==> config.mk <==
export PLATFORM = sky130hd
export DESIGN_NAME = comment_whitespace_filter_core
export DESIGN_NICKNAME = d
export VERILOG_FILES = /design/src/sv/cwf_pkg.sv /design/src/sv/cwf_front.sv /design/src/sv/cwf_queue.sv /design/src/sv/cwf_back.sv /design/src/sv/comment_whitespace_filter_core.sv
export SDC_FILE = /design/constraint.sdc
export NUM_CORES = 1
export LEC_CHECK = 0
export BUFFER_PORTS_ARGS = -buffer_cell sky130_fd_sc_hd__buf_2
export CAP_MARGIN = 20
export CORE_ASPECT_RATIO = 0.8
export CORE_MARGIN = 3
export CORE_UTILIZATION = 57
export CTS_BUF_LIST = sky130_fd_sc_hd__clkbuf_8
export DETAILED_ROUTE_END_ITERATION = 12
export HOLD_SLACK_MARGIN = 0.05
export PLACE_DENSITY = 0.78
export SLEW_MARGIN = 20
export SYNTH_ARGS = -nofsm -noshare
export SYNTH_HDL_FRONTEND = slang
export SYNTH_SLANG_ARGS = --single-unit
==> constraint.sdc <==
create_clock -name clk -period 3.1 [get_ports clk]
set_input_delay 0.465 -clock clk [delete_from_list [all_inputs] [get_ports clk]]
set_output_delay 0.465 -clock clk [all_outputs]
set_load 0.005 [all_outputs]
==> src/sv/cwf_pkg.sv <==
// Package of the comment and whitespace filter: character codes and the
// result record passed from the front end through the queue to the back end.
// No dependencies.
package cwf_pkg;

  // Character codes
  localparam logic [7:0] CH_NL     = 8'h0A;
  localparam logic [7:0] CH_BSLASH = 8'h5C;
  localparam logic [7:0] CH_SLASH  = 8'h2F;
  localparam logic [7:0] CH_SPACE  = 8'h20;
  localparam logic [7:0] CH_STAR   = 8'h2A;
  localparam logic [7:0] CH_TAB    = 8'h09;
  localparam logic [7:0] CH_CR     = 8'h0D;
  localparam logic [7:0] CH_VT     = 8'h0B;
  localparam logic [7:0] CH_FF     = 8'h0C;

  // Most results one input item can cause
  localparam int unsigned MAX_RES = 3;

  // One result: byte and end marker flag
  typedef struct packed {
    logic [7:0] data;
    logic       eos;
  } slot_t;

  // All results of one item; cnt is 1..MAX_RES for a queued record
  typedef struct packed {
    logic [1:0]          cnt;
    slot_t [MAX_RES-1:0] slot;
  } rec_t;

  // Front end to queue write side
  typedef struct packed {
    logic valid;
    rec_t rec;
  } push_t;

endpackage

==> src/sv/cwf_front.sv <==
// Front end of the comment filter: accepts input transfers, runs the
// comment/whitespace state machine and builds one result record per item.
// Depends on cwf_pkg.
module cwf_front import cwf_pkg::*; (
  input  logic       clk,
  input  logic       rst_n,
  input  logic       in_tvalid,
  output logic       in_tready,
  input  logic [7:0] in_byte,
  input  logic       in_at_end,
  input  logic       q_full,
  output push_t      push
);

  typedef enum logic [7:0] {
    MODE_NORMAL    = 8'b0000_0001,
    MODE_SPACE     = 8'b0000_0010,
    MODE_MAYBE_CMT = 8'b0000_0100,
    MODE_LINE_CMT  = 8'b0000_1000,
    MODE_BLOCK_CMT = 8'b0001_0000,
    MODE_MAYBE_END = 8'b0010_0000,
    MODE_MAYBE_ESC = 8'b0100_0000,
    MODE_ENDED     = 8'b1000_0000
  } mode_t;

  mode_t mode_r, mode_nxt;
  rec_t  rec;
  logic  accept;
  logic  blank;

  function automatic slot_t byte_slot(input logic [7:0] b);
    slot_t s;
    s.data = b;
    s.eos  = 1'b0;
    return s;
  endfunction

  function automatic slot_t end_slot();
    slot_t s;
    s.data = 8'h00;
    s.eos  = 1'b1;
    return s;
  endfunction

  assign in_tready = !q_full;
  assign accept    = in_tvalid && !q_full;
  assign blank     = (in_byte == CH_SPACE) || (in_byte == CH_TAB) || (in_byte == CH_CR) ||
                     (in_byte == CH_VT) || (in_byte == CH_FF);

  // Decode the next mode and the results of this item
  always_comb begin
    mode_nxt = mode_r;
    rec.cnt  = 2'd0;
    rec.slot = '0;
    if (in_at_end) begin
      mode_nxt = MODE_ENDED;
      unique case (mode_r)
        MODE_MAYBE_CMT: begin
          rec.cnt     = 2'd3;
          rec.slot[0] = byte_slot(CH_SLASH);
          rec.slot[1] = byte_slot(CH_NL);
          rec.slot[2] = end_slot();
        end
        MODE_MAYBE_ESC: begin
          rec.cnt     = 2'd3;
          rec.slot[0] = byte_slot(CH_BSLASH);
          rec.slot[1] = byte_slot(CH_NL);
          rec.slot[2] = end_slot();
        end
        MODE_ENDED: begin
          rec.cnt     = 2'd1;
          rec.slot[0] = end_slot();
        end
        default: begin
          rec.cnt     = 2'd2;
          rec.slot[0] = byte_slot(CH_NL);
          rec.slot[1] = end_slot();
        end
      endcase
    end else begin
      unique case (mode_r)
        MODE_NORMAL: begin
          if (blank) begin
            mode_nxt = MODE_SPACE;
          end else if (in_byte == CH_SLASH) begin
            mode_nxt = MODE_MAYBE_CMT;
          end else if (in_byte == CH_BSLASH) begin
            mode_nxt = MODE_MAYBE_ESC;
          end else begin
            rec.cnt     = 2'd1;
            rec.slot[0] = byte_slot(in_byte);
          end
        end
        MODE_SPACE: begin
          if (blank) begin
            mode_nxt = MODE_SPACE;
          end else if (in_byte == CH_NL) begin
            rec.cnt     = 2'd1;
            rec.slot[0] = byte_slot(in_byte);
            mode_nxt    = MODE_NORMAL;
          end else if (in_byte == CH_SLASH) begin
            // drop the pending space ahead of a slash
            mode_nxt = MODE_MAYBE_CMT;
          end else begin
            rec.cnt     = 2'd2;
            rec.slot[0] = byte_slot(CH_SPACE);
            rec.slot[1] = byte_slot(in_byte);
            mode_nxt    = MODE_NORMAL;
          end
        end
        MODE_MAYBE_CMT: begin
          if (blank) begin
            rec.cnt     = 2'd1;
            rec.slot[0] = byte_slot(CH_SLASH);
            mode_nxt    = MODE_SPACE;
          end else if (in_byte == CH_SLASH) begin
            mode_nxt = MODE_LINE_CMT;
          end else if (in_byte == CH_STAR) begin
            mode_nxt = MODE_BLOCK_CMT;
          end else begin
            rec.cnt     = 2'd2;
            rec.slot[0] = byte_slot(CH_SLASH);
            rec.slot[1] = byte_slot(in_byte);
            mode_nxt    = MODE_NORMAL;
          end
        end
        MODE_LINE_CMT: begin
          if (in_byte == CH_NL) begin
            rec.cnt     = 2'd1;
            rec.slot[0] = byte_slot(in_byte);
            mode_nxt    = MODE_NORMAL;
          end
        end
        MODE_BLOCK_CMT: begin
          if (in_byte == CH_STAR) begin
            mode_nxt = MODE_MAYBE_END;
          end
        end
        MODE_MAYBE_END: begin
          if (in_byte == CH_SLASH) begin
            mode_nxt = MODE_SPACE;
          end else if (in_byte != CH_STAR) begin
            mode_nxt = MODE_BLOCK_CMT;
          end
        end
        MODE_MAYBE_ESC: begin
          if (in_byte == CH_NL) begin
            // line continuation: drop backslash and newline
            mode_nxt = MODE_SPACE;
          end else if (blank) begin
            rec.cnt     = 2'd1;
            rec.slot[0] = byte_slot(CH_BSLASH);
            mode_nxt    = MODE_SPACE;
          end else if (in_byte == CH_SLASH) begin
            rec.cnt     = 2'd1;
            rec.slot[0] = byte_slot(CH_BSLASH);
            mode_nxt    = MODE_MAYBE_CMT;
          end else begin
            rec.cnt     = 2'd2;
            rec.slot[0] = byte_slot(CH_BSLASH);
            rec.slot[1] = byte_slot(in_byte);
            mode_nxt    = MODE_NORMAL;
          end
        end
        MODE_ENDED: begin
          // pass bytes through once the stream has ended
          rec.cnt     = 2'd1;
          rec.slot[0] = byte_slot(in_byte);
        end
        default: begin
          mode_nxt = MODE_NORMAL;
        end
      endcase
    end
  end

  // Push only items that produce results
  assign push.valid = accept && (rec.cnt != 2'd0);
  assign push.rec   = rec;

  // Advance the mode on each accepted transfer
  always_ff @(posedge clk) begin
    if (!rst_n) begin
      mode_r <= MODE_NORMAL;
    end else if (accept) begin
      mode_r <= mode_nxt;
    end
  end

endmodule

==> src/sv/cwf_queue.sv <==
// Short record queue between front and back end of the comment filter.
// Register array with read and write pointers. Depends on cwf_pkg.
module cwf_queue import cwf_pkg::*; #(
  parameter int unsigned DEPTH = 4
) (
  input  logic  clk,
  input  logic  rst_n,
  input  push_t push,
  input  logic  pop,
  output rec_t  rd_rec,
  output logic  empty,
  output logic  full
);

  localparam int unsigned AW = (DEPTH > 1) ? $clog2(DEPTH) : 1;
  localparam int unsigned CW = $clog2(DEPTH + 1);

  rec_t          mem_r [DEPTH];
  logic [AW-1:0] wr_ptr_r, wr_ptr_nxt;
  logic [AW-1:0] rd_ptr_r, rd_ptr_nxt;
  logic [CW-1:0] count_r, count_nxt;
  logic          do_push, do_pop;

  assign empty   = (count_r == '0);
  assign full    = (count_r == CW'(DEPTH));
  assign do_push = push.valid && !full;
  assign do_pop  = pop && !empty;
  assign rd_rec  = mem_r[rd_ptr_r];

  // Advance pointers with wrap at the depth
  always_comb begin
    wr_ptr_nxt = wr_ptr_r;
    rd_ptr_nxt = rd_ptr_r;
    count_nxt  = count_r;
    if (do_push) begin
      wr_ptr_nxt = (wr_ptr_r == AW'(DEPTH - 1)) ? '0 : wr_ptr_r + 1'b1;
    end
    if (do_pop) begin
      rd_ptr_nxt = (rd_ptr_r == AW'(DEPTH - 1)) ? '0 : rd_ptr_r + 1'b1;
    end
    if (do_push && !do_pop) begin
      count_nxt = count_r + 1'b1;
    end else if (!do_push && do_pop) begin
      count_nxt = count_r - 1'b1;
    end
  end

  always_ff @(posedge clk) begin
    if (!rst_n) begin
      wr_ptr_r <= '0;
      rd_ptr_r <= '0;
      count_r  <= '0;
    end else begin
      wr_ptr_r <= wr_ptr_nxt;
      rd_ptr_r <= rd_ptr_nxt;
      count_r  <= count_nxt;
    end
  end

  // Store payload without reset
  always_ff @(posedge clk) begin
    if (do_push) begin
      mem_r[wr_ptr_r] <= push.rec;
    end
  end

endmodule

==> src/sv/cwf_back.sv <==
// Back end of the comment filter: takes records from the queue and sends
// their results one transfer at a time, marking the last. Depends on cwf_pkg.
module cwf_back import cwf_pkg::*; (
  input  logic       clk,
  input  logic       rst_n,
  input  logic       q_empty,
  input  rec_t       q_rec,
  output logic       pop,
  output logic       out_tvalid,
  input  logic       out_tready,
  output logic [7:0] out_byte,
  output logic       out_end,
  output logic       out_last
);

  rec_t       cur_r;
  logic       cur_valid_r;
  logic [1:0] idx_r;
  slot_t      sel;
  logic       last;
  logic       done;

  assign sel  = cur_r.slot[idx_r];
  assign last = (idx_r == cur_r.cnt - 2'd1);
  assign done = cur_valid_r && out_tready && last;
  assign pop  = !q_empty && (!cur_valid_r || done);

  assign out_tvalid = cur_valid_r;
  assign out_byte   = sel.data;
  assign out_end    = sel.eos;
  assign out_last   = last;

  // Load the next record or step to the next result
  always_ff @(posedge clk) begin
    if (!rst_n) begin
      cur_valid_r <= 1'b0;
      idx_r       <= 2'd0;
    end else if (pop) begin
      cur_valid_r <= 1'b1;
      idx_r       <= 2'd0;
    end else if (cur_valid_r && out_tready) begin
      if (last) begin
        cur_valid_r <= 1'b0;
        idx_r       <= 2'd0;
      end else begin
        idx_r <= idx_r + 2'd1;
      end
    end
  end

  // Hold the record payload
  always_ff @(posedge clk) begin
    if (pop) begin
      cur_r <= q_rec;
    end
  end

endmodule

==> src/sv/comment_whitespace_filter_core.sv <==
// Top level of the comment and whitespace filter.
// Instantiates cwf_front, cwf_queue and cwf_back; depends on cwf_pkg.
//
// The filter takes one source byte, or an end marker flagged on in_tuser,
// per input transfer, strips // and /* */ comments, collapses whitespace
// runs to one space, drops backslash-newline pairs and ends the stream
// with a newline and an end marker (flagged on out_tuser). Each input item
// gives zero to three results; out_tlast marks the last result of an item.
// An input transfer is taken every cycle while the record queue has room;
// the output sends one result per cycle while out_tready is high, and the
// queue of QUEUE_DEPTH records absorbs the bursts of items with several
// results. An item is first written into the queue, then loaded from it
// into the back end's record register, which drives out_tvalid for its
// first result. No clearing pass follows reset.
module comment_whitespace_filter_core import cwf_pkg::*; #(
  parameter int unsigned QUEUE_DEPTH = 4
) (
  input  logic       clk,
  input  logic       rst_n,
  input  logic       in_tvalid,
  output logic       in_tready,
  input  logic [7:0] in_tdata,   // [7:0] in_byte
  input  logic       in_tuser,   // [0] at_end
  output logic       out_tvalid,
  input  logic       out_tready,
  output logic [7:0] out_tdata,  // [7:0] out_byte
  output logic       out_tuser,  // [0] out_end
  output logic       out_tlast
);

  push_t push;
  rec_t  q_rec;
  logic  q_full, q_empty, pop;

  cwf_front u_front (
    .clk       (clk),
    .rst_n     (rst_n),
    .in_tvalid (in_tvalid),
    .in_tready (in_tready),
    .in_byte   (in_tdata),
    .in_at_end (in_tuser),
    .q_full    (q_full),
    .push      (push)
  );

  cwf_queue #(
    .DEPTH (QUEUE_DEPTH)
  ) u_queue (
    .clk    (clk),
    .rst_n  (rst_n),
    .push   (push),
    .pop    (pop),
    .rd_rec (q_rec),
    .empty  (q_empty),
    .full   (q_full)
  );

  cwf_back u_back (
    .clk        (clk),
    .rst_n      (rst_n),
    .q_empty    (q_empty),
    .q_rec      (q_rec),
    .pop        (pop),
    .out_tvalid (out_tvalid),
    .out_tready (out_tready),
    .out_byte   (out_tdata),
    .out_end    (out_tuser),
    .out_last   (out_tlast)
  );

endmodule

==> summary.txt, run 1 <==
Synthesis
  • Async set-reset flop share out of synthesis: 0%
  • Synth area leader: edfxtp_1
  • Syn Inst Count: about 380
  • FF+latch count, synth: ~120
  • Syn_nets: ~400
  • Simple-gate portion of the synthesized area: approximately 12%
  • Syn_area_per_cell: 14.4 sq um
  • Top FF cell, synth: edfxtp_1
  • Synth top area share: 57.1%
  • Complex-gate fraction of the synthesized area: around 8.8%
  • Number of flops mapped to enable cells by yosys: about 110
  • Sequential area share after synthesis: approximately 64%
  • Number of distinct library cells after synthesis: 67
  • Post-synthesis mux area share: 10.9%
  • Synth warn: 0
  • Commonest cells post-synth: edfxtp_1, nor2_1, nand2_1
  • Cell area after synthesis: 5520 sq um
  • Dominant cells by area after synthesis: edfxtp_1, mux4_2, dfxtp_1
  • Post-Synth XOR/XNOR Area: less than 1%
  • Count leader, synth: edfxtp_1
  • Adder-cell share of the synthesized area: ~1.7%
  • Largest family of logic cells by synthesized area: simple AND/OR/NAND/NOR gates

STA
  • Worst Skew: ~0.0084 ns
  • Slew Limit Fails: 0
  • Measured slew at the worst slew-check pin: 0.805 ns
  • Setup ws final: roughly 0.066 ns
  • Final setup viols: 0
  • Tmin final: between 3 and 4 ns
  • Setup_tns: 0 ns
  • Max Clk Rate: 0.330 GHz
  • Period utilization: around 98%
  • Max-slew headroom: around 46%
  • Hold Slack: 0.335 ns
  • Final hold violation count: 0

Clocking
  • Clock Sinks: between 100 and 150
  • Root Driver: clkbuf_8
  • CTS tree: yes
  • Htree depth: 4
  • Cts hold-fix bufs: 0
  • CTS clk-pin slew, worst paths: 0.07 ns
  • Clock buffer depth: 2
  • Worst skew pair latency: 0.42 ns
  • TritonCTS buffer count: 17

Critical path
  • CP top delay family: simple AND/OR/NAND/NOR gates
  • Critical Path Stages: 12
  • CP required: 3.45 ns
  • Crit path cell chain: nor4_4 -> and2_1 -> o31a_1 -> a21o_1 -> nor2_1 -> a21oi_4 -> ha_4 -> inv_2 -> fa_2 -> xor2_1 -> or3_1 -> a21oi_1
  • CP bufs+invs: 1
  • Worst stage delay on the critical path: 0.37 ns
  • Startpoint types: flop
  • RR Startpoint: u_front.mode_r[7]$_SDFFE_PN0P_
  • Critical Path Sink Type: flop
  • CP Class: flop to flop
  • CP max FO: 8
  • CP endpoint: u_queue.count_r[2]$_SDFFE_PN0P_
  • CP arrival: about 3.4 ns
  • R2r setup slk: approximately 0.066 ns
  • FF-to-FF path depth: 12
  • Crit path from: u_front.mode_r[7]$_SDFFE_PN0P_
  • R2r endpoint: u_queue.count_r[2]$_SDFFE_PN0P_
  • Max stage delay cell, worst path: dfxtp_2

Power
  • VDD IR max: 0.293 mV
  • Pleak: roughly 2.3 nW
  • Power per Cell Area: slightly below 800 nW/um^2
  • Tot Pwr: 5.11 mW

GRT
  • GRT overflow: 0
  • Gr usage total: between 20 and 25%
  • Largest net degree at the start of global routing: 23
  • First-pass GRT wire length: 17,900 um
  • Initial antenna violation count: 0
  • Vias in the first global route: between 3k and 4k

Outcome
  • Status: completed

Cells and area
  • Share of cells above drive strength 1: between 20% and 30%
  • Final-stage net count: 467
  • P&R area growth vs syn: 18.6%
  • Ant diodes: 0

Hold path
  • Tightest Hold Check Type: input port to flop
  • Worst hold path stage count: 2

Route
  • Vias: roughly 3.5k
  • Initial DRT Pass Iterations: 4
  • Drt initial violations: between 300 and 400
  • Drt drc: 0
  • DRT antenna net count: 0
  • Post-DR vias/cell: ~6.1
  • Routed WL per cell: 19.6 um
  • Routed Wire Length: 11,300 um

Floorplan
  • Core area: a little over 9000 sq um
  • Initial Util: 59.8%
  • Row cnt: 31
  • DIE WIDTH: between 100 and 150 um
  • Die ar.: about 11,000 sq um
  • Io pins: 25
  • Die height: around 94 um

Place
  • Pre-CTS setup slack: -0.127 ns
  • Dpl hpwl: roughly 7700 um
  • Gpl congestion: ~0.92
  • Port Buf Inserts: 24

Job
  • Max_cap viols: 0
cell type report:
class | instances | area (sq um)
fillers | 584 | 2690
flip-flops and latches | 123 | 3520
inverters | 7 | 26.3
clock buffers | 17 | 234
well taps | 115 | 144
multi-input cells | 236 | 1990
clock inverters | 15 | 175
repair buffers | 62 | 455
sequential cells by signal, summed over array words and instances, names as in the netlist:
name / count
u_queue.mem_r: 84
u_back.idx_r: 2
u_queue.count_r: 3
u_back.cur_r: 21
u_front.mode_r: 8
u_queue.rd_ptr_r: 2
u_back.out_tvalid: 1
u_queue.wr_ptr_r: 2
worst reg2reg max path, cell delays in order, from the launching register on:
cell,delay (ns)
dfxtp_2,0.37
nor4_4,0.37
and2_1,0.31
o31a_1,0.29
a21o_1,0.17
nor2_1,0.08
a21oi_4,0.19
ha_4,0.17
inv_2,0.04
fa_2,0.34
xor2_1,0.18
or3_1,0.31
a21oi_1,0.14
worst min-delay path by stage:
stage,startpoint,end
floorplan,u_queue.wr_ptr_r[1]$_SDFFE_PN0P_,u_queue.wr_ptr_r[1]$_SDFFE_PN0P_
global placement,u_queue.wr_ptr_r[1]$_SDFFE_PN0P_,u_queue.wr_ptr_r[1]$_SDFFE_PN0P_
detailed placement,u_queue.wr_ptr_r[0]$_SDFFE_PN0P_,u_queue.wr_ptr_r[0]$_SDFFE_PN0P_
CTS,rst_n,u_front.mode_r[0]$_SDFFE_PN1P_
global route,rst_n,u_front.mode_r[0]$_SDFFE_PN1P_
finish,rst_n,u_front.mode_r[0]$_SDFFE_PN1P_
per-layer routing:
metal	routed length [um]	part of all wire (%)	up-vias	GRT usage, %
li1	-	-	1621	-
met1	4810	43	1720	31.1
met2	5560	49	164	34.9
met3	784	7.0	13	6.76
met4	112	0.99	0	5.60
met5	0	0	-	0
cell families after synthesis:
kind of cell,count (synthesis)
fa+ha+maj,7
compound gates,70
flops,123
buf+inv,24
mux,34
simple gates,120
xor+xnor,5
power by group:
group,total [mW],internal [mW],switching (mW),leakage (nW)
combinational,1.34,0.644,0.691,1.00
sequential,2.34,2.19,0.145,1.14
clock,1.44,0.794,0.648,0.195
metrics by stage:
step / util, % / std cells / cell area (sq um)
2_1_floorplan: - / 383 / 5580
3_3_place_gp: 65.8 / 540 / 6070
3_5_place_dp: 65.8 / 540 / 6070
4_1_cts: 70.2 / 572 / 6480
5_1_grt: 70.9 / 575 / 6550
6_report: 70.9 / 575 / 6550
cell usage in the layout (no fill, tap or decap), types with 5 or more instances in the layout:
cell type	instances
edfxtp_1	105
buf_4	34
nor2_1	32
nand2_1	24
buf_2	24
mux4_2	21
a21oi_1	18
clkbuf_8	17
dfxtp_1	15
o21ai_0	14
and2_1	13
mux2i_1	12
nor3_1	8
a21o_1	7
inv_1	6
nor2b_1	5
ha_1	5
repair_timing:
action,in CTS,in global routing
buffers inserted,0,3
setup endpoints to repair,0,1
resized for setup,0,9
(Power assumes the default switching activity.)
==> run 2, diff against run 1 <==
--- a/config.mk
+++ b/config.mk
@@ -5,16 +5,16 @@
 export SDC_FILE = /design/constraint.sdc
 export NUM_CORES = 1
 export LEC_CHECK = 0
-export BUFFER_PORTS_ARGS = -buffer_cell sky130_fd_sc_hd__buf_2
+export BUFFER_PORTS_ARGS = -buffer_cell sky130_fd_sc_hd__buf_4
 export CAP_MARGIN = 20
 export CORE_ASPECT_RATIO = 0.8
 export CORE_MARGIN = 3
-export CORE_UTILIZATION = 57
+export CORE_UTILIZATION = 40
 export CTS_BUF_LIST = sky130_fd_sc_hd__clkbuf_8
 export DETAILED_ROUTE_END_ITERATION = 12
 export HOLD_SLACK_MARGIN = 0.05
-export PLACE_DENSITY = 0.78
 export SLEW_MARGIN = 20
 export SYNTH_ARGS = -nofsm -noshare
 export SYNTH_HDL_FRONTEND = slang
+export SYNTH_HIERARCHICAL = 1
 export SYNTH_SLANG_ARGS = --single-unit
==> run 2 against run 1 <==
The run now ends with setup timing left. Via count rose by 19%. Sequential power grew 35%. Sequential share of layout area is 2.5 points higher. Power up 20%. Fmax down 7.8%. Flip-flop and latch count rose by 42. Non-clock buffer count increased by 27. Count of clock-buffer cells in the layout unchanged. Critical path type unchanged. Largest power group unchanged.
==> summary.txt, run 2 <==
Synthesis
  • Cell area after synthesis: 7180 sq um (was 5520 sq um)
  • Adder-cell share of the synthesized area: 1.32% (was 1.72%)
  • Dominant cells by area after synthesis: edfxtp_1, mux4_2, dfxtp_1 (unchanged)
  • FF+latch count, synth: 165 (was 123)
  • Largest family of logic cells by synthesized area: multiplexers (was simple AND/OR/NAND/NOR gates)
  • Number of distinct library cells after synthesis: 65 (was 67)
  • Syn Inst Count: 469 (was 383)
  • Async set-reset flop share out of synthesis: 0% (unchanged)
  • Number of flops mapped to enable cells by yosys: 145 (was 105)
  • Synth top area share: 60.7% (was 57.1%)
  • Top FF cell, synth: edfxtp_1 (unchanged)
  • Sequential area share after synthesis: 66.2% (was 63.7%)
  • Simple-gate portion of the synthesized area: 9.87% (was 12.3%)
  • Complex-gate fraction of the synthesized area: 7.37% (was 8.82%)
  • Synth area leader: edfxtp_1 (unchanged)
  • Commonest cells post-synth: edfxtp_1, nand2_1, mux4_2 (was edfxtp_1, nor2_1, nand2_1)
  • Post-Synth XOR/XNOR Area: 0.732% (was 0.793%)
  • Synth warn: 6 (was 0)
  • Syn_area_per_cell: 15.3 sq um (was 14.4 sq um)
  • Count leader, synth: edfxtp_1 (unchanged)
  • Post-synthesis mux area share: 11.1% (was 10.9%)

Critical path
  • CP required: 3.47 ns (was 3.45 ns)
  • R2r endpoint: u_queue/count_r[2]$_SDFFE_PN0P_ (was u_queue.count_r[2]$_SDFFE_PN0P_)
  • CP bufs+invs: 1 (unchanged)
  • Worst stage delay on the critical path: 0.53 ns (was 0.37 ns)
  • RR Startpoint: u_front/mode_r[5]$_SDFFE_PN0P_ (was u_front.mode_r[7]$_SDFFE_PN0P_)
  • CP max FO: 2 (was 8)
  • Critical Path Sink Type: flop (unchanged)
  • Critical Path Stages: 13 (was 12)
  • Max stage delay cell, worst path: or4_4 (was dfxtp_2)
  • FF-to-FF path depth: 13 (was 12)
  • R2r setup slk: -0.19 ns (was 0.07 ns)
  • Crit path cell chain: or4_4 -> or3_4 -> a21o_1 -> or2_1 -> nor3b_4 -> a21oi_2 -> nor2b_4 -> ha_4 -> inv_2 -> fa_2 -> xor2_1 -> or3_1 -> a21boi_1 (was nor4_4 -> and2_1 -> o31a_1 -> a21o_1 -> nor2_1 -> a21oi_4 -> ha_4 -> inv_2 -> fa_2 -> xor2_1 -> or3_1 -> a21oi_1)
  • CP arrival: 3.66 ns (was 3.39 ns)
  • CP Class: flop to flop (unchanged)
  • Startpoint types: flop (unchanged)
  • CP top delay family: simple AND/OR/NAND/NOR gates (unchanged)

Power
  • Power per Cell Area: 726 nW/um^2 (was 781 nW/um^2)
  • Pleak: 3.08 nW (was 2.34 nW)
  • VDD IR max: 0.280 mV (was 0.293 mV)

Route
  • Routed WL per cell: 18.7 um (was 19.6 um)
  • Vias: 4,195 (was 3,518)
  • Routed Wire Length: 14,800 um (was 11,300 um)
  • Drt drc: 0 (unchanged)
  • Drt initial violations: 451 (was 313)
  • Post-DR vias/cell: 5.31 (was 6.12)
  • DRT antenna net count: 0 (unchanged)
  • Initial DRT Pass Iterations: 5 (was 4)

Cells and area
  • Largest Register: u_queue/mem_r (was u_queue.mem_r)
  • Share of cells above drive strength 1: 29.4% (was 29.8%)
  • Commonest cells after routing, fill and taps aside: edfxtp_1, buf_4, nand2_1, mux4_2 (was edfxtp_1, buf_4, nor2_1, nand2_1, buf_2)
  • Most common cell after layout, fill and taps aside: edfxtp_1 (unchanged)
  • Ant diodes: 0 (unchanged)
  • P&R area growth vs syn: 17.8% (was 18.6%)
  • Fillcell total: 1,475 (was 584)
  • Biggest regs: u_queue/mem_r (116), u_back/cur_r (29), u_front/mode_r (8) (was u_queue.mem_r (84), u_back.cur_r (21), u_front.mode_r (8))
  • Register area: 4760 sq um (was 3520 sq um)
  • Max reg flops: 116 (was 84)
  • Multi-input logic area: 2270 sq um (was 1990 sq um)
  • Final-stage net count: 574 (was 467)
  • Fin cells: 790 (was 575)
  • Cell area after layout: 8460 sq um (was 6550 sq um)
  • Final core utilization: 48.4% (was 70.9%)

Clocking
  • CTS tree: yes (unchanged)
  • Root Driver: clkbuf_8 (unchanged)
  • Clock buffer depth: 2 (unchanged)
  • Worst skew pair latency: 0.44 ns (was 0.42 ns)
  • Htree depth: 4 (unchanged)
  • Clock Sinks: 165 (was 123)
  • CTS clk-pin slew, worst paths: 0.08 ns (was 0.07 ns)
  • TritonCTS buffer count: 17 (unchanged)

Floorplan
  • Initial Util: 41.0% (was 59.8%)
  • Core area: 17,500 sq um (was 9230 sq um)
  • DIE WIDTH: 156 um (was 116 um)
  • Die height: 126 um (was 94.0 um)
  • Die ar.: 19,600 sq um (was 10,900 sq um)
  • Row cnt: 43 (was 31)
  • Io pins: 25 (unchanged)

Hold path
  • Min-delay src: rst_n (unchanged)
  • Worst hold path stage count: 2 (unchanged)
  • Tightest Hold Check Type: input port to flop (unchanged)
  • Worst hold endpoint: u_front/mode_r[0]$_SDFFE_PN1P_ (was u_front.mode_r[0]$_SDFFE_PN1P_)

STA
  • Measured slew at the worst slew-check pin: 0.818 ns (was 0.805 ns)
  • Worst Skew: 0.0121 ns (was 0.00844 ns)
  • Setup ws final: -0.190 ns (was 0.0664 ns)
  • Slew Limit Fails: 0 (unchanged)
  • Setup_tns: -0.190 ns (was 0 ns)
  • Final hold violation count: 0 (unchanged)
  • Max Clk Rate: 0.304 GHz (was 0.330 GHz)
  • Max-slew headroom: 45.0% (was 45.9%)
  • RSZ-0062 raised after global routing: yes
  • Final setup viols: 1 (was 0)
  • Period utilization: 106% (was 97.9%)
  • Tmin final: 3.29 ns (was 3.03 ns)

Place
  • Dpl hpwl: 9950 um (was 7660 um)
  • Pre-CTS setup slack: -0.345 ns (was -0.127 ns)
  • Port Buf Inserts: 24 (unchanged)
  • Cells after DPL: 751 (was 540)
  • Placed cell area: 8000 sq um (was 6070 sq um)
  • Gpl congestion: 0.949 (was 0.918)

GRT
  • Initial antenna violation count: 0 (unchanged)
  • Largest net degree at the start of global routing: 30 (was 23)
  • GRT overflow: 0 (unchanged)
  • First-pass GRT wire length: 23,300 um (was 17,900 um)
  • Vias in the first global route: 4,202 (was 3,371)
  • Gr usage total: 15.6% (was 22.3%)

Outcome
  • Failing checks: setup timing
  • Status: finished, violations left (was completed)

Job
  • Max_cap viols: 0 (unchanged)
-- run 2: cell type report --
| cell class | instances | area share (%) |
|---|---|---|
| Sequential cell | 165 | 56.3 |
| Multi-Input combinational cell | 269 | 26.8 |
| Timing Repair Buffer | 89 | 9.20 |
| Tap cell | 225 | 3.33 |
| Clock buffer | 17 | 2.77 |
| Clock inverter | 13 | 1.12 |
| Inverter | 12 | 0.533 |
-- run 2: logic make-up after synthesis --
group | count (synthesis)
other | 1
adder cells (fa/ha/maj) | 7
multiplexers | 43
AO/OA/AOI/OAI | 74
flip-flops | 165
buffers and inverters | 42
AND/OR/NAND/NOR | 131
XOR/XNOR | 6
-- run 2: repair_timing --
action,CTS,global route
gates resized for setup,6,2
hold buffers,0,0
setup endpoints to repair,118,118
gates cloned,0,2
pin swaps,2,2
setup buffers,3,4
-- run 2: where the power goes --
part / internal (mW) / leakage [nW] / switching, mW
sequential: 3.01 / 1.52 / 0.152
clock: 0.611 / 0.184 / 0.725
combinational: 0.790 / 1.38 / 0.855
-- run 2: worst register-to-register path, cell delays in order (launching register included) --
cell and delay (ns):
dfxtp_2 0.33, or4_4 0.53, or3_4 0.34, a21o_1 0.17, or2_1 0.24, nor3b_4 0.16, a21oi_2 0.13, nor2b_4 0.18
ha_4 0.15, inv_2 0.04, fa_2 0.35, xor2_1 0.17, or3_1 0.30, a21boi_1 0.11
-- run 2: worst max path at each step --
stage | from | end | slack [ns]
finish | u_front/mode_r[5]$_SDFFE_PN0P_ | u_queue/count_r[2]$_SDFFE_PN0P_ | -0.19
floorplan | u_front/mode_r[5]$_SDFFE_PN0P_ | u_queue/count_r[2]$_SDFFE_PN0P_ | -0.26
detailed placement | u_front/mode_r[5]$_SDFFE_PN0P_ | u_queue/count_r[2]$_SDFFE_PN0P_ | -0.34
global placement | u_front/mode_r[5]$_SDFFE_PN0P_ | u_queue/count_r[2]$_SDFFE_PN0P_ | -0.21
CTS | u_front/mode_r[5]$_SDFFE_PN0P_ | u_queue/count_r[2]$_SDFFE_PN0P_ | -0.21
global route | u_front/mode_r[5]$_SDFFE_PN0P_ | u_queue/count_r[2]$_SDFFE_PN0P_ | -0.29
-- run 2: metal layers --
metal  GRT usage, %  wire [um]
met1           22.3       6900
met2           24.6       6970
met3           3.54        817
met4           3.63        110
met5              0          0
-- run 2: stage by stage --
| step | total power, mW | hold slack (ns) |
|---|---|---|
| 2_1_floorplan | 4.14 | 0.468 |
| 3_3_place_gp | 4.73 | 0.481 |
| 5_1_grt | 6.48 | 0.337 |
| 3_5_place_dp | 4.78 | 0.498 |
| 4_1_cts | 6.14 | 0.333 |
| 6_report | 6.14 | 0.345 |
==> run 3, diff against run 2 <==
--- a/config.mk
+++ b/config.mk
@@ -9,7 +9,7 @@
 export CAP_MARGIN = 20
 export CORE_ASPECT_RATIO = 0.8
 export CORE_MARGIN = 3
-export CORE_UTILIZATION = 40
+export CORE_UTILIZATION = 35
 export CTS_BUF_LIST = sky130_fd_sc_hd__clkbuf_8
 export DETAILED_ROUTE_END_ITERATION = 12
 export HOLD_SLACK_MARGIN = 0.05
==> run 3 against run 2 <==
The flow still finishes with violations (setup timing). First-iteration DRC count decreased by 35%. Register-to-register slack improved by 0.03 ns. Sequential share of layout area decreased by 0.067 points. Sequential power about the same. Utilization decreased by 6.0 points. Worst setup slack improved by 0.028 ns. Cell area increased by 0.12%. Non-clock buffer count decreased by 8. Clock power increased by 10%. Power increased by 1.6%. Fmax increased by 0.87%. Global-route usage decreased by 1.7 points. Critical path type unchanged. Largest power group unchanged.
==> summary.txt, run 3 (synthesis gave the netlist of run 2 again) <==
STA
  • Max Clk Rate: 0.307 GHz (was 0.304 GHz)
  • Period utilization: 105% (was 106%)
  • Worst Skew: 0.0146 ns (was 0.0121 ns)
  • Final hold violation count: 0 (unchanged)
  • Max-slew headroom: 46.0% (was 45.0%)
  • Hold Slack: 0.365 ns (was 0.345 ns)
  • Final setup viols: 1 (unchanged)
  • Setup ws final: -0.161 ns (was -0.190 ns)
  • RSZ-0062 raised after global routing: yes (unchanged)
  • Slew Limit Fails: 0 (unchanged)
  • Setup_tns: -0.161 ns (was -0.190 ns)
  • Tmin final: 3.26 ns (was 3.29 ns)
  • Measured slew at the worst slew-check pin: 0.803 ns (was 0.818 ns)

Cells and area
  • Cell area after layout: 8470 sq um (was 8460 sq um)
  • Ant diodes: 0 (unchanged)
  • Most common cell after layout, fill and taps aside: edfxtp_1 (unchanged)
  • Share of cells above drive strength 1: 29.0% (was 29.4%)
  • Largest Register: u_queue/mem_r (unchanged)
  • Fillcell total: 1,784 (was 1,475)
  • Max reg flops: 116 (unchanged)
  • Final-stage net count: 566 (was 574)
  • Biggest regs: u_queue/mem_r (116), u_back/cur_r (29), u_front/mode_r (8) (unchanged)
  • P&R area growth vs syn: 18.0% (was 17.8%)
  • Final core utilization: 42.4% (was 48.4%)
  • Commonest cells after routing, fill and taps aside: edfxtp_1, buf_4, nand2_1, mux4_2 (unchanged)
  • Fin cells: 823 (was 790)

Critical path
  • CP max FO: 2 (unchanged)
  • Worst stage delay on the critical path: 0.53 ns (about the same)
  • Startpoint types: flop (unchanged)
  • CP arrival: 3.64 ns (was 3.66 ns)
  • CP required: 3.48 ns (was 3.47 ns)
  • CP Class: flop to flop (unchanged)
  • Crit path cell chain: or4_4 -> or3_4 -> a21o_1 -> or2_1 -> nor3b_4 -> a21oi_2 -> nor2b_4 -> ha_4 -> inv_2 -> fa_2 -> xor2_1 -> or3_1 -> a21boi_1 (unchanged)
  • Critical Path Sink Type: flop (unchanged)
  • Max stage delay cell, worst path: or4_4 (unchanged)

GRT
  • Largest net degree at the start of global routing: 30 (unchanged)
  • Vias in the first global route: 4,257 (was 4,202)
  • Initial antenna violation count: 0 (unchanged)
  • Gr usage total: 13.9% (was 15.6%)
  • GRT overflow: 0 (unchanged)
  • First-pass GRT wire length: 23,600 um (was 23,300 um)

Route
  • Initial DRT Pass Iterations: 4 (was 5)
  • Drt drc: 0 (unchanged)
  • Post-DR vias/cell: 5.06 (was 5.31)
  • Routed WL per cell: 18.5 um (was 18.7 um)
  • Vias: 4,161 (was 4,195)
  • DRT antenna net count: 0 (unchanged)
  • Drt initial violations: 292 (was 451)
  • Routed Wire Length: 15,200 um (was 14,800 um)

Clocking
  • CTS tree: yes (unchanged)
  • Root Driver: clkbuf_8 (unchanged)
  • TritonCTS buffer count: 17 (unchanged)
  • Htree depth: 4 (unchanged)
  • Worst skew pair latency: 0.45 ns (was 0.44 ns)
  • Clock buffer depth: 2 (unchanged)
  • CTS clk-pin slew, worst paths: 0.09 ns (was 0.08 ns)
  • Clock Sinks: 165 (unchanged)
  • Cts hold-fix bufs: 0 (unchanged)

Power
  • VDD IR max: 0.318 mV (was 0.280 mV)
  • Tot Pwr: 6.23 mW (was 6.14 mW)
  • Pleak: 3.04 nW (was 3.08 nW)
  • Power per Cell Area: 736 nW/um^2 (was 726 nW/um^2)

Floorplan
  • Row cnt: 46 (was 43)
  • Die height: 134 um (was 126 um)
  • Initial Util: 35.9% (was 41.0%)
  • Core area: 20,000 sq um (was 17,500 sq um)
  • DIE WIDTH: 166 um (was 156 um)
  • Die ar.: 22,300 sq um (was 19,600 sq um)
  • Io pins: 25 (unchanged)

Outcome
  • Status: finished, violations left (unchanged)
  • Failing checks: setup timing (unchanged)

Place
  • Pre-CTS setup slack: -0.282 ns (was -0.345 ns)
  • Dpl hpwl: 10,300 um (was 9950 um)
  • Placed cell area: 8010 sq um (was 8000 sq um)
  • Port Buf Inserts: 24 (unchanged)
  • Gpl congestion: 0.869 (was 0.949)
  • Cells after DPL: 788 (was 751)

Hold path
  • Tightest Hold Check Type: input port to flop (unchanged)

Job
  • Max_cap viols: 0 (unchanged)
run 3: final timing paths:
kind / startpoint / endpoint / slack (ns) / cells after the start
worst min register to register: u_queue/wr_ptr_r[1]$_SDFFE_PN0P_ / u_queue/wr_ptr_r[1]$_SDFFE_PN0P_ / 0.51 / 2
worst max-delay path: u_front/mode_r[5]$_SDFFE_PN0P_ / u_queue/count_r[2]$_SDFFE_PN0P_ / -0.16 / 13
worst min-delay path: rst_n / u_back/out_tvalid$_SDFFE_PN0P_ / 0.37 / 2
worst max register to register: u_front/mode_r[5]$_SDFFE_PN0P_ / u_queue/count_r[2]$_SDFFE_PN0P_ / -0.16 / 13
run 3: final cells by class:
type | count | area [sq um] | area share [%]
clock buffer | 17 | 234 | 2.76
clock inverter | 15 | 143 | 1.68
inverter | 12 | 45.0 | 0.532
multi-input combinational | 269 | 2260 | 26.7
sequential | 165 | 4760 | 56.2
tap | 264 | 330 | 3.90
timing repair buffer | 81 | 693 | 8.19
run 3: layer usage:
| metal | vias up | global-route usage [%] | share of wire [%] |
|---|---|---|---|
| met4 | 0 | 3.42 | 0.85 |
| met2 | 101 | 22.9 | 48 |
| met1 | 2095 | 19.0 | 48 |
| met5 | - | 0 | 0 |
| li1 | 1955 | - | - |
| met3 | 10 | 2.89 | 3.9 |
run 3: worst max-delay path, delay by kind of cell, from the launching register on:
family / cells / cell delay, ns
AND/OR/NAND/NOR: 6 / 1.74
adder cells (fa/ha/maj): 2 / 0.48
AO/OA/AOI/OAI: 3 / 0.44
flip-flops: 1 / 0.33
XOR/XNOR: 1 / 0.17
buffers and inverters: 1 / 0.04
run 3: repair_timing:
action,4_1_cts,5_1_grt
buffers inserted,1,2
pin swaps,0,3
gates resized for setup,3,4
setup endpoints to repair,2,114
gates cloned,0,2
run 3: power by group:
group | total (mW) | switching, mW | internal, mW
logic | 1.57 | 0.824 | 0.747
registers | 3.18 | 0.173 | 3.01
clock network | 1.48 | 0.830 | 0.655
